--- src/erlang_b_channel_dimensioner_defines.svh ---
`ifndef ERLANG_B_CHANNEL_DIMENSIONER_DEFINES_SVH
`define ERLANG_B_CHANNEL_DIMENSIONER_DEFINES_SVH

// Same-cycle implication, sampled on clk_i, off while rst_ni is low
`define EBCD_ASSERT_IMP(lbl, ante, cons, msg) \
  lbl: assert property (@(posedge clk_i) disable iff (!rst_ni) (ante) |-> (cons)) \
    else $error(msg);

// Next-cycle implication, sampled on clk_i, off while rst_ni is low
`define EBCD_ASSERT_NXT(lbl, ante, cons, msg) \
  lbl: assert property (@(posedge clk_i) disable iff (!rst_ni) (ante) |=> (cons)) \
    else $error(msg);

`endif

--- src/ebcd_pkg.sv ---
`timescale 1ns / 1ps

package ebcd_pkg;

  // Field widths
  localparam int TrafficW        = 20;
  localparam int CountW          = 10;
  localparam int ProbW           = 25;

  // Fixed-point formats
  localparam int TrafficFracBits = 10;
  localparam int ProbFracBits    = 24;

  // Largest channel count; equals the full range of a count field
  localparam int MaxChannels     = 1023;

  // Datapath widths: A*B product, A*B truncated to Q.24, divisor
  localparam int ProdW           = TrafficW + ProbW;
  localparam int AbW             = ProdW - TrafficFracBits - 1;
  localparam int DenW            = AbW + 1;

  // Step counters of the serial units
  localparam int MulCntW         = $clog2(TrafficW);
  localparam int DivCntW         = $clog2(ProbFracBits);

  localparam logic [CountW-1:0] SearchLimitReset = CountW'(1000);
  localparam logic [ProbW-1:0]  ProbOne          = ProbW'(1) << ProbFracBits;

endpackage

--- src/ebcd_mul.sv ---
`timescale 1ns / 1ps

// Bit-serial A*B: one traffic bit per cycle, LSB first, shift-right accumulator.
module ebcd_mul (
  input  logic                        clk_i,
  input  logic                        rst_ni,
  input  logic                        start_i,
  input  logic [ebcd_pkg::TrafficW-1:0] traffic_i,
  input  logic [ebcd_pkg::ProbW-1:0]  prob_i,
  output logic                        done_o,
  output logic [ebcd_pkg::AbW-1:0]    ab_o
);
  import ebcd_pkg::*;

  logic               run_q, run_d;
  logic               done_q, done_d;
  logic [MulCntW-1:0] cnt_q, cnt_d;
  logic [TrafficW-1:0] mplr_q, mplr_d;
  logic [ProbW-1:0]   mcand_q, mcand_d;
  logic [ProdW-1:0]   prod_q, prod_d;
  logic [ProbW:0]     hi;

  // Add the multiplicand into the upper half when the current bit is set
  always_comb begin
    hi = {1'b0, prod_q[ProdW-1:TrafficW]} + (mplr_q[0] ? {1'b0, mcand_q} : '0);
  end

  always_comb begin
    run_d   = run_q;
    done_d  = 1'b0;
    cnt_d   = cnt_q;
    mplr_d  = mplr_q;
    mcand_d = mcand_q;
    prod_d  = prod_q;
    if (start_i) begin
      run_d   = 1'b1;
      cnt_d   = '0;
      mplr_d  = traffic_i;
      mcand_d = prob_i;
      prod_d  = '0;
    end else if (run_q) begin
      prod_d = {hi, prod_q[TrafficW-1:1]};
      mplr_d = mplr_q >> 1;
      cnt_d  = cnt_q + MulCntW'(1);
      if (cnt_q == MulCntW'(TrafficW - 1)) begin
        run_d  = 1'b0;
        done_d = 1'b1;
      end
    end
  end

  always_ff @(posedge clk_i or negedge rst_ni) begin
    if (!rst_ni) begin
      run_q  <= 1'b0;
      done_q <= 1'b0;
      cnt_q  <= '0;
    end else begin
      run_q  <= run_d;
      done_q <= done_d;
      cnt_q  <= cnt_d;
    end
  end

  always_ff @(posedge clk_i) begin
    mplr_q  <= mplr_d;
    mcand_q <= mcand_d;
    prod_q  <= prod_d;
  end

  // Drop the traffic fraction bits; the product is known to fit in AbW bits
  assign done_o = done_q;
  assign ab_o   = prod_q[TrafficFracBits+AbW-1:TrafficFracBits];

endmodule

--- src/ebcd_div.sv ---
`timescale 1ns / 1ps

// Restoring divider: floor(ab * 2^24 / (i * 2^24 + ab)), one quotient bit per cycle.
module ebcd_div (
  input  logic                            clk_i,
  input  logic                            rst_ni,
  input  logic                            start_i,
  input  logic [ebcd_pkg::AbW-1:0]        ab_i,
  input  logic [ebcd_pkg::CountW-1:0]     idx_i,
  output logic                            done_o,
  output logic [ebcd_pkg::ProbFracBits-1:0] quo_o
);
  import ebcd_pkg::*;

  logic                    run_q, run_d;
  logic                    done_q, done_d;
  logic [DivCntW-1:0]      cnt_q, cnt_d;
  logic [DenW-1:0]         rem_q, rem_d;
  logic [DenW-1:0]         den_q, den_d;
  logic [ProbFracBits-1:0] quo_q, quo_d;
  logic [DenW:0]           trial;
  logic                    fits;

  // Shift the partial remainder and test it against the divisor
  always_comb begin
    trial = {rem_q, 1'b0};
    fits  = trial >= {1'b0, den_q};
  end

  always_comb begin
    run_d  = run_q;
    done_d = 1'b0;
    cnt_d  = cnt_q;
    rem_d  = rem_q;
    den_d  = den_q;
    quo_d  = quo_q;
    if (start_i) begin
      run_d = 1'b1;
      cnt_d = '0;
      // ab is below the divisor, so it is the first partial remainder
      rem_d = DenW'(ab_i);
      den_d = {1'b0, idx_i, {ProbFracBits{1'b0}}} + DenW'(ab_i);
      quo_d = '0;
    end else if (run_q) begin
      rem_d = fits ? DenW'(trial - {1'b0, den_q}) : trial[DenW-1:0];
      quo_d = {quo_q[ProbFracBits-2:0], fits};
      cnt_d = cnt_q + DivCntW'(1);
      if (cnt_q == DivCntW'(ProbFracBits - 1)) begin
        run_d  = 1'b0;
        done_d = 1'b1;
      end
    end
  end

  always_ff @(posedge clk_i or negedge rst_ni) begin
    if (!rst_ni) begin
      run_q  <= 1'b0;
      done_q <= 1'b0;
      cnt_q  <= '0;
    end else begin
      run_q  <= run_d;
      done_q <= done_d;
      cnt_q  <= cnt_d;
    end
  end

  always_ff @(posedge clk_i) begin
    rem_q <= rem_d;
    den_q <= den_d;
    quo_q <= quo_d;
  end

  assign done_o = done_q;
  assign quo_o  = quo_q;

endmodule

--- src/erlang_b_channel_dimensioner.sv ---
`timescale 1ns / 1ps
`include "erlang_b_channel_dimensioner_defines.svh"

// Channel  | Ports                                                  | Handshake
// ---------+--------------------------------------------------------+--------------------------
// request  | offered_traffic_i, channel_count_i, target_blocking_i  | start high, busy low
// result   | blocking_prob_o, required_channels_o,                  | done_o strobe, one cycle
//          | search_exhausted_o                                     |
// config   | cfg_wdata_i (search_limit)                             | cfg_we_i, write at edge
//
// One word runs L recursion steps, L = max(channel_count, search_limit) when a
// search is made, else channel_count. Each step is a bit-serial multiply followed
// by a restoring divide, so busy stays high from the accepting edge until the last
// step has ended, and done_o is high in the first cycle with busy low (L = 0: the
// cycle right after the accepting edge). Reset clears the sequencer and loads a
// search limit of 1000. The result strobe cannot be held off by the receiver.
module erlang_b_channel_dimensioner (
  input  logic                            clk_i,
  input  logic                            rst_ni,
  input  logic                            start,
  output logic                            busy,
  input  logic [ebcd_pkg::TrafficW-1:0]   offered_traffic_i,
  input  logic [ebcd_pkg::CountW-1:0]     channel_count_i,
  input  logic [ebcd_pkg::ProbW-1:0]      target_blocking_i,
  input  logic                            cfg_we_i,
  input  logic [ebcd_pkg::CountW-1:0]     cfg_wdata_i,
  output logic                            done_o,
  output logic [ebcd_pkg::ProbW-1:0]      blocking_prob_o,
  output logic [ebcd_pkg::CountW-1:0]     required_channels_o,
  output logic                            search_exhausted_o
);
  import ebcd_pkg::*;

  localparam logic [1:0] StIdle = 2'd0;
  localparam logic [1:0] StMul  = 2'd1;
  localparam logic [1:0] StDiv  = 2'd2;

  logic [1:0]          state_q, state_d;
  logic                done_q, done_d;
  logic [CountW-1:0]   limit_cfg_q;

  logic [TrafficW-1:0] traffic_q, traffic_d;
  logic [ProbW-1:0]    prob_q, prob_d;
  logic [CountW-1:0]   count_q, count_d;
  logic [ProbW-1:0]    target_q, target_d;
  logic [CountW-1:0]   limit_q, limit_d;
  logic [CountW-1:0]   last_q, last_d;
  logic [CountW-1:0]   i_q, i_d;
  logic                searching_q, searching_d;
  logic                found_q, found_d;
  logic [ProbW-1:0]    blocking_q, blocking_d;
  logic [CountW-1:0]   required_q, required_d;
  logic                exhausted_q, exhausted_d;

  logic                searching_in;
  logic [CountW-1:0]   last_in;
  logic                mul_start, mul_done, div_done;
  logic [AbW-1:0]      ab;
  logic [ProbFracBits-1:0] quo;
  logic [ProbW-1:0]    prob_new;
  logic                meets;

  // Load the multiplier with the operands of the step that starts now
  ebcd_mul u_mul (
    .clk_i     (clk_i),
    .rst_ni    (rst_ni),
    .start_i   (mul_start),
    .traffic_i (traffic_d),
    .prob_i    (prob_d),
    .done_o    (mul_done),
    .ab_o      (ab)
  );

  ebcd_div u_div (
    .clk_i   (clk_i),
    .rst_ni  (rst_ni),
    .start_i (mul_done),
    .ab_i    (ab),
    .idx_i   (i_q),
    .done_o  (div_done),
    .quo_o   (quo)
  );

  // Counts are 10 bits wide, so they never exceed MaxChannels and need no clamp
  always_comb begin
    searching_in = (|offered_traffic_i) && (|target_blocking_i);
    last_in      = (searching_in && (limit_cfg_q > channel_count_i)) ? limit_cfg_q
                                                                    : channel_count_i;
    prob_new     = ProbW'(quo);
    meets        = searching_q && !found_q && (i_q <= limit_q) && (prob_new <= target_q);
  end

  // Sequence the recursion: multiply, divide, fold the new blocking value in
  always_comb begin
    state_d     = state_q;
    done_d      = 1'b0;
    mul_start   = 1'b0;
    traffic_d   = traffic_q;
    prob_d      = prob_q;
    count_d     = count_q;
    target_d    = target_q;
    limit_d     = limit_q;
    last_d      = last_q;
    i_d         = i_q;
    searching_d = searching_q;
    found_d     = found_q;
    blocking_d  = blocking_q;
    required_d  = required_q;
    exhausted_d = exhausted_q;
    unique case (state_q)
      StIdle: begin
        if (start) begin
          traffic_d   = offered_traffic_i;
          prob_d      = ProbOne;
          count_d     = channel_count_i;
          target_d    = target_blocking_i;
          limit_d     = limit_cfg_q;
          last_d      = last_in;
          i_d         = CountW'(1);
          searching_d = searching_in;
          found_d     = 1'b0;
          blocking_d  = '0;
          required_d  = '0;
          exhausted_d = 1'b0;
          if (last_in == '0) begin
            // Nothing to iterate: an empty search limit leaves the search unmet
            exhausted_d = searching_in;
            done_d      = 1'b1;
          end else begin
            mul_start = 1'b1;
            state_d   = StMul;
          end
        end
      end
      StMul: begin
        if (mul_done) begin
          state_d = StDiv;
        end
      end
      StDiv: begin
        if (div_done) begin
          prob_d = prob_new;
          if (i_q == count_q) begin
            blocking_d = prob_new;
          end
          if (meets) begin
            found_d    = 1'b1;
            required_d = i_q;
          end
          if (i_q == last_q) begin
            exhausted_d = searching_q && !(found_q || meets);
            done_d      = 1'b1;
            state_d     = StIdle;
          end else begin
            i_d       = i_q + CountW'(1);
            mul_start = 1'b1;
            state_d   = StMul;
          end
        end
      end
      default: begin
        state_d = StIdle;
      end
    endcase
  end

  always_ff @(posedge clk_i or negedge rst_ni) begin
    if (!rst_ni) begin
      state_q     <= StIdle;
      done_q      <= 1'b0;
      limit_cfg_q <= SearchLimitReset;
    end else begin
      state_q <= state_d;
      done_q  <= done_d;
      if (cfg_we_i) begin
        limit_cfg_q <= cfg_wdata_i;
      end
    end
  end

  always_ff @(posedge clk_i) begin
    traffic_q   <= traffic_d;
    prob_q      <= prob_d;
    count_q     <= count_d;
    target_q    <= target_d;
    limit_q     <= limit_d;
    last_q      <= last_d;
    i_q         <= i_d;
    searching_q <= searching_d;
    found_q     <= found_d;
    blocking_q  <= blocking_d;
    required_q  <= required_d;
    exhausted_q <= exhausted_d;
  end

  assign busy                = (state_q != StIdle);
  assign done_o              = done_q;
  assign blocking_prob_o     = blocking_q;
  assign required_channels_o = required_q;
  assign search_exhausted_o  = exhausted_q;

  `EBCD_ASSERT_IMP(a_mul_done_in_mul, mul_done, state_q == StMul, "multiply ended out of step")
  `EBCD_ASSERT_IMP(a_div_done_in_div, div_done, state_q == StDiv, "divide ended out of step")
  `EBCD_ASSERT_IMP(a_step_in_range, state_q != StIdle, (i_q != '0) && (i_q <= last_q),
                   "step index outside 1..last")
  `EBCD_ASSERT_IMP(a_exhausted_no_count, done_o && search_exhausted_o,
                   required_channels_o == '0, "exhausted search reports a count")

endmodule

--- config.mk ---
export PLATFORM = sky130hd
export DESIGN_NAME = erlang_b_channel_dimensioner
export DESIGN_NICKNAME = d
export VERILOG_FILES = /design/src/ebcd_pkg.sv /design/src/ebcd_mul.sv /design/src/ebcd_div.sv /design/src/erlang_b_channel_dimensioner.sv
export VERILOG_INCLUDE_DIRS = /design/src /design/src/src
export SDC_FILE = /design/constraint.sdc
export NUM_CORES = 1
export LEC_CHECK = 0
export BUFFER_PORTS_ARGS = -buffer_cell sky130_fd_sc_hd__buf_4
export CORE_UTILIZATION = 60
export CTS_CLUSTER_SIZE = 30
export DETAILED_ROUTE_END_ITERATION = 8
export GPL_TIMING_DRIVEN = 0
export PLACE_DENSITY = 0.79
export SKIP_CTS_REPAIR_TIMING = 1
export SLEW_MARGIN = 20
export SYNTH_ARGS = -nofsm -noshare
export SYNTH_HDL_FRONTEND = slang
export SYNTH_SLANG_ARGS = --single-unit
--- constraint.sdc ---
create_clock -name clk_i -period 4.68 [get_ports clk_i]
set_clock_uncertainty 0.1 [all_clocks]
set_input_delay 0 -clock clk_i [delete_from_list [all_inputs] [get_ports clk_i]]
set_output_delay 0 -clock clk_i [all_outputs]
set_load 0.05 [all_outputs]
# Yosys cells after proc, flatten, opt, wreduce, memory -nomap -nowiden
# Index checks and enable logic that the tools add are counted.
[totals]
register_bits = 359
latchBits = 0
ramBits = 0
romBits = 0
in_bits = 69
out_inout_bits = 38
wordCells = 140
n_memories = 0
[classes]
n_addsub = 6
multipliers = 0
n_div = 0
n_lt_le_gt_ge = 4
n_eq_ne = 14
shifts = 0
muxes = 65
bitwise_logic = 0
n_reduce_logical = 23
[op_table]
columns = ["op", "count"]
rows = [
  ["25-bit 2-to-1 mux", 6],
  ["25-bit one-hot mux with 2 select lines", 2],
  ["20-bit 2-to-1 mux", 4],
  ["10-bit 2-to-1 mux", 7],
  ["34-bit 2-to-1 mux", 2],
  ["10-bit one-hot mux with 2 select lines", 2],
  ["36-bit by 35-bit greater-or-equal comparator with 1-bit output", 1],
  ["34-bit by 34-bit adder with 35-bit output", 1],
  ["35-bit 2-to-1 mux", 1],
  ["35-bit subtractor", 1],
  ["1-bit 2-to-1 mux", 28],
  ["25-bit by 26-bit adder with 26-bit output", 1],
  ["24-bit by 25-bit <= comparator with 1-bit output", 1],
  ["25-bit OR reduction", 1],
  ["10-bit equality test", 2],
  ["5-bit 2-to-1 mux", 4],
  ["4-bit AND reduction", 5],
  ["20-bit OR reduction", 1],
  ["2-bit != test (second input constant)", 6],
  ["10-bit by 1-bit adder with 10-bit output (second input constant)", 1],
  ["5-bit by 1-bit adder with 5-bit output (second input constant)", 2],
  ["5-bit equality test (second input constant)", 2],
  ["10-bit > comparator", 1],
  ["10-bit <= comparator", 1],
  ["other kinds (13)", 29],
]

# Longest topological paths before layout
# Gate-level depths: netlist of the first run.
[depth]
depth_word = 10
mapped_depth = 15
depth_no_buf = 14

# By module
# From an unflattened synthesis of the first run, not the netlist that was laid out.
[unflattened]
cells_unflattened = 1736
area_unflattened_um2 = 18521.5
[by_module_without_submodules]
columns = ["mod", "n_inst", "cells_per_inst", "area_each_um2"]
rows = [
  ["erlang_b_channel_dimensioner", 1, 598, 7083.0],
  ["ebcd_div", 1, 677, 6673.9],
  ["ebcd_mul", 1, 461, 4764.6],
]

# Worst setup path after synthesis of the first run
# OpenSTA, ideal clock, no wires.
[synth_timing]
kind = "reg-to-reg"
startpoint = "register limit_cfg_q[3]"
endpoint = "register u_mul.mcand_q[0] (enable)"
t_arrival_ps = 3056
required_time_ps = 4181
setup_slack_ps = 1125
path_stages_with_launch = 11
path_buffers = 2
synth_period_minus_slack_ps = 3555
cell_sequence = "dfstp_2 ha_1 a21o_1 a21o_1 a21oi_1 o211ai_1 nand3_1 mux2i_1 a22o_1 clkbuf_1 clkbuf_1"
[synth_via]
elab_chain_cells = 7
[synth_lines]
columns = ["element", "line_no", "rtl"]
rows = [
  ["start: declaration", "erlang_b_channel_dimensioner.sv:40", "logic [CountW-1:0] limit_cfg_q;"],
  ["start signal: assignment", "erlang_b_channel_dimensioner.sv:171", "limit_cfg_q <= SearchLimitReset;"],
  ["start signal: assignment", "erlang_b_channel_dimensioner.sv:176", "limit_cfg_q <= cfg_wdata_i;"],
  ["10-bit > comparator", "erlang_b_channel_dimensioner.sv:87", "last_in = (searching_in && (limit_cfg_q > channel_count_i)) ? limit_cfg_q"],
  ["1-bit logical AND", "erlang_b_channel_dimensioner.sv:87", ""],
  ["10-bit 2-to-1 mux *", "erlang_b_channel_dimensioner.sv:87", ""],
  ["10-bit zero test *", "erlang_b_channel_dimensioner.sv:125", "if (last_in == '0) begin"],
  ["1-bit 2-to-1 mux *", "erlang_b_channel_dimensioner.sv:125", ""],
  ["1-bit 2-to-1 mux *", "erlang_b_channel_dimensioner.sv:112", "if (start) begin"],
  ["1-bit one-hot mux with 2 select lines *", "erlang_b_channel_dimensioner.sv:110", "unique case (state_q)"],
  ["net mul_start", "erlang_b_channel_dimensioner.sv:57", "logic mul_start, mul_done, div_done;"],
  ["end signal: assignment", "ebcd_mul.sv:66", "mcand_q <= mcand_d;"],
  ["end: declaration", "ebcd_mul.sv:19", "logic [ProbW-1:0] mcand_q, mcand_d;"],
]
# Mark *: on every way through the listed nets, which the timed path passes. The rest lies on a longest branch.
# A chain may end at the register's enable or synchronous reset.

# Worst setup path in the final report of the first run
[layout_timing]
startpoint = "register limit_cfg_q[3]"
endpoint = "register u_mul.mplr_q[2] (enable)"
[layout_via]
elab_chain_cells = 8
[layout_lines]
columns = ["element", "line_no", "rtl"]
rows = [
  ["10-bit > comparator", "erlang_b_channel_dimensioner.sv:87", ""],
  ["1-bit logical AND", "erlang_b_channel_dimensioner.sv:87", ""],
  ["10-bit 2-to-1 mux *", "erlang_b_channel_dimensioner.sv:87", ""],
  ["10-bit zero test *", "erlang_b_channel_dimensioner.sv:125", ""],
  ["1-bit 2-to-1 mux *", "erlang_b_channel_dimensioner.sv:125", ""],
  ["1-bit 2-to-1 mux *", "erlang_b_channel_dimensioner.sv:112", ""],
  ["1-bit one-hot mux with 2 select lines *", "erlang_b_channel_dimensioner.sv:110", ""],
  ["2-bit nonzero test (no line) *", "-", ""],
  ["end signal: assignment", "ebcd_mul.sv:65", "mplr_q <= mplr_d;"],
  ["end: declaration", "ebcd_mul.sv:18", "logic [TrafficW-1:0] mplr_q, mplr_d;"],
]
# Every way passes the cells marked *; elsewhere a longest branch is shown, timed or not.

==> results_tabular.tex, run 1 <==
\begin{tabular}{lr}
\hline
Metric & Value \\
\hline
\multicolumn{2}{l}{\textbf{Outcome}} \\
Status & completed \\
\multicolumn{2}{l}{\textbf{Synthesis}} \\
Share of synthesized registers carrying an async set or reset & 7.76\% \\
Summed instance area of the synthesized netlist & 17700 um\^{}2 \\
Average instance area after synthesis & approximately 11 um\^{}2 \\
Post-synth EDFFs & 216 \\
Synthesized net count & roughly 1.8k \\
YS warnings & 0 \\
Unique cell type count in the Yosys netlist & 72 \\
Post-synthesis sequential element count & around 350 \\
Dominant register cell in the synthesized netlist & edfxtp\_1 \\
Number of standard cells after synthesis & roughly 1.6k \\
Seq/Total Area, Yosys & between 50\% and 60\% \\
\multicolumn{2}{l}{\textbf{Place}} \\
Port Buf Inserts & 105 \\
Gp weighted congestion & a little over 0.9 \\
HPWL reported at the end of detailed placement & a little under 30 mm \\
Post-DP Area & $\sim$19000 um\^{}2 \\
\multicolumn{2}{l}{\textbf{Drt}} \\
Mean number of vias per cell & between 5 and 6 \\
Residual antenna-violating net count after detailed routing & 0 \\
Violation count after the first detailed-route iteration & roughly 1.1k \\
Overall via count from detail\_route & approximately 13k \\
Length of the first detailed-routing pass in iterations & 5 \\
Remaining routing DRC violations & 0 \\
Drt total wl & between 40 and 50 mm \\
Drt wl/cell & slightly below 20 um \\
\multicolumn{2}{l}{\textbf{Finish}} \\
Area growth syn-to-layout & 18.0\% \\
Total area of multi-input combinational cells & approximately 7800 um\^{}2 \\
Total non-filler cell area in the finished layout & 20900 um\^{}2 \\
Area taken by flip-flops and latches & roughly 9000 um\^{}2 \\
Filler Cell Count & 1887 \\
Ratio of cells with drive above 1 in the final layout & 12.1\% \\
Net count of the finished layout & between 2k and 2.5k \\
Antenna Diode Count & 0 \\
\multicolumn{2}{l}{\textbf{Clock network}} \\
Number of H-tree branching levels & 2 \\
TritonCTS clock tree & built \\
Cts bufs inserted & 35 \\
Root cell of the clock tree & clkbuf\_16 \\
Clk\_lat worst skew & 0.52 ns \\
Clock edge transition at the registers on the reported setup and hold paths & about 0.060 ns \\
Total clock sinks & between 300 and 400 \\
Longest Clk Path Bufs & 3 \\
\multicolumn{2}{l}{\textbf{Floorplanning}} \\
Placeable core region & 28900 um\^{}2 \\
Initial core utilization & around three fifths \\
Die width & about 170 um \\
Overall die area & slightly above 30000 um\^{}2 \\
Die Height & 174 um \\
I/O pin count & between 100 and 150 \\
Site row count & 62 \\
\multicolumn{2}{l}{\textbf{Global route}} \\
Pin count of the biggest net entering global routing & 40 \\
Wire length of the first global-routing pass & approximately 64 mm \\
Vias in the first global route & around 13k \\
Global-route usage over all layers & about 27\% \\
Overflow left after global routing & 0 \\
Number of antenna violations at the first check in global routing & 1 \\
\multicolumn{2}{l}{\textbf{Power and ir drop}} \\
Pwr/cell area & 403 nW/um\^{}2 \\
Static leakage power & around 9 nW \\
Max rail drop VDD & $\sim$0.30 mV \\
\multicolumn{2}{l}{\textbf{Worst setup path}} \\
Kind of end point of the critical path & register \\
Kind of start point of the critical path & register \\
Data required, critical path & 4.72 ns \\
Arrival time of data at the critical path endpoint & roughly 4.4 ns \\
Largest driver fanout on the critical path & 20 \\
Critical path class & reg2reg \\
\multicolumn{2}{l}{\textbf{STA}} \\
Maximum frequency from static timing analysis & 0.231 GHz \\
Final setup violation count & 0 \\
Final worst path period share & between 90\% and 100\% \\
Worst slew slack as a fraction of its limit & 41.7\% \\
Number of pins with negative max-slew slack in the final report & 0 \\
Final-layout setup total negative slack & 0 ns \\
Final hold vios & 0 \\
Setup repair after global routing missed its margin & no \\
Pin slew with the least headroom to its limit & 0.874 ns \\
Final critical path time including I/O delays and setup & between 4 and 5 ns \\
WHS & 0.0485 ns \\
\multicolumn{2}{l}{\textbf{Run}} \\
Max-capacitance violation count & 0 \\
\multicolumn{2}{l}{\textbf{Worst hold path}} \\
Worst hold path class & in2reg \\
\hline
\end{tabular}
==> area by class of cell <==
class / count / share of cell area [%]
clock inverter: 15 / 0.694
multi-input combinational: 1118 / 37.1
tap: 384 / 2.30
sequential: 348 / 44.4
clock buffer: 48 / 4.52
timing repair buffer: 181 / 7.67
buffer: 64 / 1.34
inverter: 111 / 1.99
==> flip-flops by register name, summed over array words and instances (netlist names), 20 cells and up <==
name	count
prob_q	25
traffic_q	20
u_mul.mcand_q	25
target_q	25
u_div.quo_o	24
u_mul.prod_q	35
blocking_prob_o	24
u_mul.mplr_q	20
u_div.den_q	35
u_div.rem_q	35
==> layout by cell type, fill, tap and decap left out, types with 15 or more instances in the layout <==
cell type      instances
mux2i_1               53
o21ai_0               45
xnor2_1               46
edfxtp_1             216
inv_1                109
nand3_1               27
nor2_1               128
a22o_1                24
nor4_1                18
dfrtp_1               20
nand2b_1              16
mux2_2                39
dfxtp_1              105
clkbuf_1              51
nand4_1               20
o21a_1                22
ha_1                 117
nor3_1                31
a21oi_1               76
nand2_1              157
dlygate4sd3_1         72
a21o_1                34
nor2b_1               15
clkbuf_16             35
and2_1                62
xor2_1                41
a211oi_1              17
a31oi_1               19
buf_4                111
==> kinds of logic (layout without fill, tap and decap cells) <==
| logic type | after synthesis | after routing | synth area share, % |
|---|---|---|---|
| DFF | 348 | 348 | 52.3 |
| xor gates and xnor gates | 87 | 87 | 4.30 |
| other | 1 | 1 | 0.0212 |
| adders and majority gates | 120 | 120 | 8.60 |
| AOI/OAI and AO/OA | 315 | 315 | 11.9 |
| buffers and inverters | 175 | 419 | 3.91 |
| and+or+nand+nor | 503 | 503 | 13.5 |
| muxes | 92 | 92 | 5.48 |
==> report_power, final <==
group	leakage [nW]	switching (W)	internal [W]
combinational	5.18	0.00102	0.000812
sequential	3.21	0.000263	0.00363
clock	0.531	0.00116	0.00154
total	8.91	0.00245	0.00598
==> per-layer routing <==
layer	track usage (%)	share of wire, %
met1	34.1	40
met2	46.1	49
met3	4.06	6.7
met4	10.5	3.8
met5	0	0
==> cells in the mapped netlist, types with 4 or more instances <==
cell type  number  area [um^2]
a21o_1         34          255
nor2_1        128          480
buf_1          11         41.3
and3_1         12         75.1
mux2i_1        53          531
nand2_1       157          589
clkbuf_1       42          158
dfxtp_1       105         2100
inv_1         109          409
mux2_2         39          439
and2_1         62          388
nor3_1         31          155
o21bai_1       11         82.6
o21a_1         22          165
xor2_1         41          359
o21ai_0        45          225
nor4_1         18          113
o31ai_1         8         60.1
a221o_1         4         40.0
a2111oi_0       5         43.8
o21ai_1         6         30.0
a22o_1         24          210
buf_2           4         20.0
a31oi_1        19          119
nand3_1        27          135
nand4_1        20          125
nand2b_1       16          100
or2_2           4         25.0
a211oi_1       17          128
buf_4           6         45.0
o211ai_1       10         75.1
dfstp_2         6          158
o22ai_1         5         31.3
nor2b_1        15         93.8
dfrtp_1        21          526
xnor2_1        46          403
edfxtp_1      216         6490
ha_1          117         1460
a21oi_1        77          385
==> final timing paths <==
check / startpoint / end / slack, ns / cells after the start
hold reg to reg: traffic_q[7] / traffic_q[7] / 0.35 / 2
hold / removal: start / traffic_q[2] / 0.05 / 5
max in group asynchronous: rst_ni / u_mul.done_o / 3.84 / 4
min in group asynchronous: rst_ni / limit_cfg_q[4] / 0.46 / 4
setup reg to reg: limit_cfg_q[3] / u_mul.mplr_q[2] / 0.35 / 11
setup / recovery: limit_cfg_q[3] / u_mul.mplr_q[2] / 0.35 / 11
==> per-stage QoR <==
stage	total power [W]	cells	util, %	setup WS [ns]
floorplan	0.00516	1641	-	1.12
global placement	0.00558	2130	65.8	0.232
detailed placement	0.00566	2133	66.1	0.630
CTS	0.00833	2196	69.9	0.596
global route	0.00878	2269	72.4	0.188
finish	0.00843	2269	72.4	0.350
==> critical path: stages (launching register included) <==
cell,delay (ns)
dfstp_2,0.57
ha_1,0.27
a21o_1,0.18
a21o_1,0.18
a21oi_1,0.19
o211ai_1,0.15
nand3_1,0.19
mux2i_1,0.43
a22o_1,0.25
clkbuf_1,0.57
nor2_1,0.19
inv_1,0.68
(Power assumes the default switching activity.)
==> run 2, diff against run 1 <==
- ABC_AREA: not set -> 1
==> run 2 against run 1 <==
Sequential power is 16% lower. Critical path type unchanged. Combinational power is 87% lower. Sequential share of layout area down 2.4 points. Largest cell class unchanged. Synthesized cell count increased by 33%.
==> results_tabular.tex, run 2 <==
\begin{tabular}{lr}
\hline
Metric & Value \\
\hline
\multicolumn{2}{l}{\textbf{Finish}} \\
Most common cell after layout, fill and taps aside & nand2\_1 \\
Top flop regs & u\_div.den\_q x35, u\_div.rem\_q x35, u\_mul.prod\_q x35 \\
Total non-filler cell area in the finished layout & 22100 um\^{}2 \\
Net count of the finished layout & about 2.6k \\
Highest-count cells in the layout ignoring fill and taps & nand2\_1, inv\_1, edfxtp\_1 \\
Ratio of cells with drive above 1 in the final layout & approximately 11\% \\
Area growth syn-to-layout & 18.2\% \\
Antenna Diode Count & 0 \\
\multicolumn{2}{l}{\textbf{STA}} \\
Number of pins with negative max-slew slack in the final report & 0 \\
Final worst path period share & 79.8\% \\
Final-layout setup total negative slack & 0 ns \\
Worst slew slack as a fraction of its limit & about a quarter \\
Setup repair after global routing missed its margin & no \\
Maximum frequency from static timing analysis & 0.268 GHz \\
Pin slew with the least headroom to its limit & around 1.1 ns \\
Final hold vios & 0 \\
Final critical path time including I/O delays and setup & $\sim$3.7 ns \\
Final setup violation count & 0 \\
Worst Setup Slack, final & $\sim$0.94 ns \\
\multicolumn{2}{l}{\textbf{Place}} \\
Port Buf Inserts & between 100 and 150 \\
Post-DP Area & slightly above 20000 um\^{}2 \\
Setup Slack @ Placement & 0.961 ns \\
Gp weighted congestion & 0.959 \\
HPWL reported at the end of detailed placement & $\sim$36 mm \\
\multicolumn{2}{l}{\textbf{Worst setup path}} \\
Largest driver fanout on the critical path & 20 \\
Depth of the worst register-to-register path & 17 \\
Kind of start point of the critical path & register \\
Arrival time of data at the critical path endpoint & between 3 and 4 ns \\
Data required, critical path & around 4.7 ns \\
Critical path class & reg2reg \\
Kind of end point of the critical path & register \\
\multicolumn{2}{l}{\textbf{Synthesis}} \\
Post-synth EDFFs & between 200 and 250 \\
Unique cell type count in the Yosys netlist & 57 \\
Average instance area after synthesis & between 8 and 9 um\^{}2 \\
Top cells by instance count after synthesis & nand2\_1, inv\_1, edfxtp\_1 \\
Most frequently used cell type in the post-synthesis netlist & nand2\_1 \\
Summed instance area of the synthesized netlist & 18700 um\^{}2 \\
Share of the synthesized area in the top cell type & a little over a third \\
Post-synthesis sequential element count & approximately 350 \\
Library cell with the largest summed area after synthesis & edfxtp\_1 \\
Seq/Total Area, Yosys & between 40\% and 50\% \\
Number of standard cells after synthesis & between 2k and 2.5k \\
YS warnings & 0 \\
Synthesized net count & approximately 2.4k \\
Share of synthesized registers carrying an async set or reset & between 7 and 8\% \\
Dominant register cell in the synthesized netlist & edfxtp\_1 \\
Top cells by area, synth & edfxtp\_1, dfxtp\_1, nand2\_1 \\
\multicolumn{2}{l}{\textbf{Floorplanning}} \\
Initial core utilization & roughly 61\% \\
Placeable core region & approximately 31000 um\^{}2 \\
I/O pin count & roughly 110 \\
Site row count & 64 \\
Die Height & roughly 180 um \\
Overall die area & around 32000 um\^{}2 \\
Die width & $\sim$180 um \\
\multicolumn{2}{l}{\textbf{Global route}} \\
Pin count of the biggest net entering global routing & 35 \\
Global-route usage over all layers & around 30\% \\
Number of antenna violations at the first check in global routing & 0 \\
Overflow left after global routing & 0 \\
Vias in the first global route & around 15k \\
Wire length of the first global-routing pass & around 75 mm \\
\multicolumn{2}{l}{\textbf{Drt}} \\
Drt wl/cell & 18.1 um \\
Mean number of vias per cell & roughly 5.6 \\
Residual antenna-violating net count after detailed routing & 0 \\
Drt total wl & around 50 mm \\
Overall via count from detail\_route & between 15k and 20k \\
Violation count after the first detailed-route iteration & between 1k and 1.5k \\
Remaining routing DRC violations & 0 \\
Length of the first detailed-routing pass in iterations & 5 \\
\multicolumn{2}{l}{\textbf{Clock network}} \\
Clock edge transition at the registers on the reported setup and hold paths & roughly 0.07 ns \\
Clk\_lat worst skew & 0.54 ns \\
Number of H-tree branching levels & 2 \\
Cts bufs inserted & 37 \\
Root cell of the clock tree & clkbuf\_16 \\
TritonCTS clock tree & built \\
Longest Clk Path Bufs & 3 \\
Total clock sinks & between 300 and 400 \\
\multicolumn{2}{l}{\textbf{Outcome}} \\
Status & completed \\
\multicolumn{2}{l}{\textbf{Power and ir drop}} \\
Static leakage power & 9.25 nW \\
Max rail drop VDD & $\sim$0.31 mV \\
Pwr/cell area & slightly below 300 nW/um\^{}2 \\
\multicolumn{2}{l}{\textbf{Worst hold path}} \\
Worst hold path class & in2reg \\
Worst hold stages & 5 \\
\multicolumn{2}{l}{\textbf{Run}} \\
Max-capacitance violation count & 0 \\
\hline
\end{tabular}
==> run 2: cell count changes after synthesis, sizes merged, moves of 32 or more <==
cell | previous run | this run
nand2 | 157 | 537
inv | 109 | 306
nor2 | 129 | 226
o21ai | 51 | 143
nand3 | 27 | 106
and2 | 62 | 0
mux2i | 53 | 2
mux2 | 39 | 1
a21oi | 79 | 111
==> run 2: final timing paths <==
path | startpoint | end | slack (ns)
min in group asynchronous | rst_ni | limit_cfg_q[6] | 0.47
max in group asynchronous | rst_ni | u_mul.done_o | 3.84
worst min register to register | traffic_q[11] | traffic_q[11] | 0.35
worst max-delay path | limit_cfg_q[9] | u_mul.mplr_q[14] | 0.94
worst max register to register | limit_cfg_q[9] | u_mul.mplr_q[14] | 0.94
worst min-delay path | start | u_mul.mplr_q[19] | 0.07
==> run 2: cells by family after synthesis <==
family | share of synthesized area [%]
and+or+nand+nor | 21.6
buffers and inverters | 7.68
AOI/OAI and AO/OA | 10.7
DFF | 49.6
adders and majority gates | 8.15
xor gates and xnor gates | 2.11
muxes | 0.167
other | 0.0200
==> run 2: worst max-delay path, cell delays in order, from the launching register on <==
cell and delay (ns):
dfstp_2 0.57, ha_1 0.28, nand2_2 0.12, inv_1 0.08, a21oi_2 0.18, nand2_1 0.12
nor2_1 0.19, nor2_2 0.09, nand2_4 0.10, nand2_1 0.06, nand2_1 0.09, nand2_1 0.06
nor2_1 0.18, nand3_2 0.16, nand2_2 0.14, nand2_4 0.13, inv_1 0.11, nand2_1 0.50
==> run 2: area by class of cell <==
type,instances,area (um^2)
Sequential cell,348,9270
Fill cell,2239,8550
Multi-Input combinational cell,1473,8010
Timing Repair Buffer,188,1690
Inverter,310,1160
Clock buffer,51,1050
Tap cell,396,495
Buffer,55,279
Clock inverter,16,153
==> run 2: layer usage <==
| metal | track usage (%) | wire, um | up-vias |
|---|---|---|---|
| met1 | 40.3 | 21700 | 7488 |
| met5 | 0 | 0 | - |
| met4 | 14.2 | 2410 | 0 |
| met2 | 49.5 | 24100 | 650 |
| met3 | 4.01 | 3210 | 144 |
| li1 | - | - | 7698 |
==> run 2: stage by stage <==
| step | std cells | utilization (%) | hold slack (ns) | power, W |
|---|---|---|---|---|
| global placement | 2686 | 65.2 | -0.163 | 0.00347 |
| finish | 2837 | 72.1 | 0.0718 | 0.00640 |
| detailed placement | 2690 | 65.6 | -0.155 | 0.00348 |
| CTS | 2757 | 69.5 | -0.729 | 0.00633 |
| floorplan | 2186 | - | -0.396 | 0.00340 |
| global route | 2837 | 72.1 | 0.0793 | 0.00655 |
==> run 2: where the power goes <==
group / switching [W] / total (W) / internal [W]
Clock: 0.00129 / 0.00290 / 0.00161
Sequential: 0.00000896 / 0.00326 / 0.00325
Combinational: 0.000121 / 0.000241 / 0.000120
==> run 3, diff against run 2 <==
- CORE_UTILIZATION: 60 -> 56
- PLACE_DENSITY: 0.79 -> 0.77
- clock period: 4.68 -> 3.05 ns (I/O delays scaled with it)
==> run 3 against run 2 <==
Critical path type unchanged. Sequential power is 53% higher. Largest cell class unchanged. Non-clock buffer count is 10 higher. Via count is 0.52% higher.
==> results_tabular.tex, run 3 (same netlist as run 2, synthesis figures left out) <==
\begin{tabular}{lr}
\hline
Metric & Value \\
\hline
\multicolumn{2}{l}{\textbf{Power and ir drop}} \\
Static leakage power & between 9 and 10 nW \\
Max rail drop VDD & between 0.4 and 0.5 mV \\
Pwr/cell area & around 440 nW/um\^{}2 \\
Total power & approximately 0.01 W \\
\multicolumn{2}{l}{\textbf{Place}} \\
Gp weighted congestion & around 0.9 \\
Setup Slack @ Placement & -0.659 ns \\
HPWL reported at the end of detailed placement & between 30 and 40 mm \\
Port Buf Inserts & between 100 and 150 \\
\multicolumn{2}{l}{\textbf{Finish}} \\
Area taken by flip-flops and latches & 9270 um\^{}2 \\
Most common cell after layout, fill and taps aside & nand2\_1 \\
Top flop regs & u\_div.den\_q x35, u\_div.rem\_q x35, u\_mul.prod\_q x35 \\
Filler Cell Count & about 2.5k \\
Ratio of cells with drive above 1 in the final layout & $\sim$12\% \\
Net count of the finished layout & around 2.6k \\
Antenna Diode Count & 0 \\
Highest-count cells in the layout ignoring fill and taps & nand2\_1, inv\_1, edfxtp\_1 \\
Area growth syn-to-layout & 20.3\% \\
Total area of multi-input combinational cells & 8180 um\^{}2 \\
\multicolumn{2}{l}{\textbf{STA}} \\
Final critical path time including I/O delays and setup & 2.99 ns \\
Maximum frequency from static timing analysis & 0.335 GHz \\
Worst Setup Slack, final & just over 0.06 ns \\
Final hold vios & 0 \\
Number of pins with negative max-slew slack in the final report & 0 \\
Setup repair after global routing missed its margin & yes \\
Final worst path period share & between 90\% and 100\% \\
Pin slew with the least headroom to its limit & 0.877 ns \\
Worst slew slack as a fraction of its limit & between 40 and 50\% \\
Final setup violation count & 0 \\
\multicolumn{2}{l}{\textbf{Drt}} \\
Remaining routing DRC violations & 0 \\
Detailed route wirelength on metal2 & between 20 and 25 mm \\
Met3 Routed Length & $\sim$3.2 mm \\
Violation count after the first detailed-route iteration & approximately 1.5k \\
Drt total wl & around 52 mm \\
Overall via count from detail\_route & between 15k and 20k \\
Drt wl/cell & roughly 18 um \\
Residual antenna-violating net count after detailed routing & 0 \\
Top Metal Used & met4 \\
Mean number of vias per cell & roughly 5.5 \\
Length of the first detailed-routing pass in iterations & 5 \\
Sum of routed wire segments on met1 & between 20 and 25 mm \\
\multicolumn{2}{l}{\textbf{Clock network}} \\
Root cell of the clock tree & clkbuf\_16 \\
Cts bufs inserted & 38 \\
Longest Clk Path Bufs & 3 \\
Clk\_lat worst skew & between 0.5 and 0.6 ns \\
TritonCTS clock tree & built \\
Clock edge transition at the registers on the reported setup and hold paths & approximately 0.060 ns \\
Total clock sinks & 348 \\
Number of H-tree branching levels & 2 \\
\multicolumn{2}{l}{\textbf{Global route}} \\
Global-route usage over all layers & 28.7\% \\
Wire length of the first global-routing pass & 75.8 mm \\
Number of antenna violations at the first check in global routing & 0 \\
Overflow left after global routing & 0 \\
Pin count of the biggest net entering global routing & 35 \\
Vias in the first global route & roughly 15k \\
\multicolumn{2}{l}{\textbf{Floorplanning}} \\
Die width & roughly 180 um \\
Site row count & between 60 and 70 \\
Overall die area & $\sim$34000 um\^{}2 \\
Initial core utilization & between 50 and 60\% \\
I/O pin count & approximately 110 \\
Placeable core region & $\sim$33000 um\^{}2 \\
Die Height & 185 um \\
\multicolumn{2}{l}{\textbf{Worst hold path}} \\
Worst hold path class & in2reg \\
\multicolumn{2}{l}{\textbf{Run}} \\
Max-capacitance violation count & 0 \\
\multicolumn{2}{l}{\textbf{Worst setup path}} \\
Critical path class & reg2reg \\
Kind of start point of the critical path & register \\
Largest driver fanout on the critical path & 10 \\
Kind of end point of the critical path & register \\
Data required, critical path & about 3.2 ns \\
Arrival time of data at the critical path endpoint & 3.18 ns \\
\multicolumn{2}{l}{\textbf{Outcome}} \\
Status & completed \\
\hline
\end{tabular}
[run 3: cell count changes in the layout (fill, tap and decap cells not counted), moves of 5 or more]
| cell | change |
|---|---|
| a21oi_2 | +9 |
| clkbuf_1 | +5 |
| buf_4 | +11 |
| a21oi_1 | -11 |
| o21ai_0 | -5 |
| nand2_1 | -5 |
[run 3: report_power, final]
part           switching, W  total [W]  internal (W)
clock               0.00189    0.00452       0.00263
combinational      0.000175   0.000363      0.000188
sequential        0.0000121    0.00499       0.00498
total               0.00208    0.00988       0.00780
[run 3: final timing paths]
path                                      start               to  slack, ns  cells past startpoint
worst min-delay path                   cfg_we_i   limit_cfg_q[9]       0.07                      4
worst max-delay path             limit_cfg_q[8]  u_mul.mplr_q[7]       0.06                     18
min in group asynchronous                rst_ni   u_mul.cnt_q[0]       0.51                      4
worst max register to register   limit_cfg_q[8]  u_mul.mplr_q[7]       0.06                     18
max in group asynchronous                rst_ni   u_div.cnt_q[1]       2.18                      4
worst min register to register  u_div.rem_q[34]  u_div.rem_q[34]       0.35                      2
[run 3: layer usage]
layer	vias up	track usage, %
li1	7737	-
met1	7579	38.9
met2	631	45.8
met3	116	3.40
met4	0	13.8
met5	-	0
[run 3: area by class of cell]
type / instances / area share (%)
Sequential cell: 348 / 41.2
Multi-Input combinational cell: 1475 / 36.3
Timing Repair Buffer: 200 / 8.08
Inverter: 310 / 5.19
Clock buffer: 61 / 4.84
Tap cell: 442 / 2.46
Buffer: 53 / 1.35
Clock inverter: 9 / 0.528
[run 3: worst max-delay path: stages, from the launching register on]
cell	delay [ns]
dfstp_2	0.56
ha_1	0.24
nand2_2	0.11
inv_1	0.07
a21oi_2	0.18
nand2_1	0.10
nor2_2	0.12
nor2_2	0.07
nand2_4	0.11
nand2_1	0.07
nand2_1	0.10
nand2_1	0.09
nor2_1	0.15
nand3_2	0.15
nand2_4	0.15
nand2_8	0.10
buf_6	0.16
nand2_1	0.06
nand2_1	0.06
[run 3: per-stage QoR]
stage	hold WS (ns)	cell area, um^2	cells	util, %	TNS [ns]
2_1_floorplan	-0.396	18700	2186	-	0
3_3_place_gp	-0.160	20000	2732	61.3	-153.35
3_5_place_dp	-0.157	20200	2736	61.7	-24.01
4_1_cts	-0.729	21400	2806	65.4	-26.13
5_1_grt	0.0733	22500	2898	68.8	-1.09
6_report	0.0702	22500	2898	68.8	0
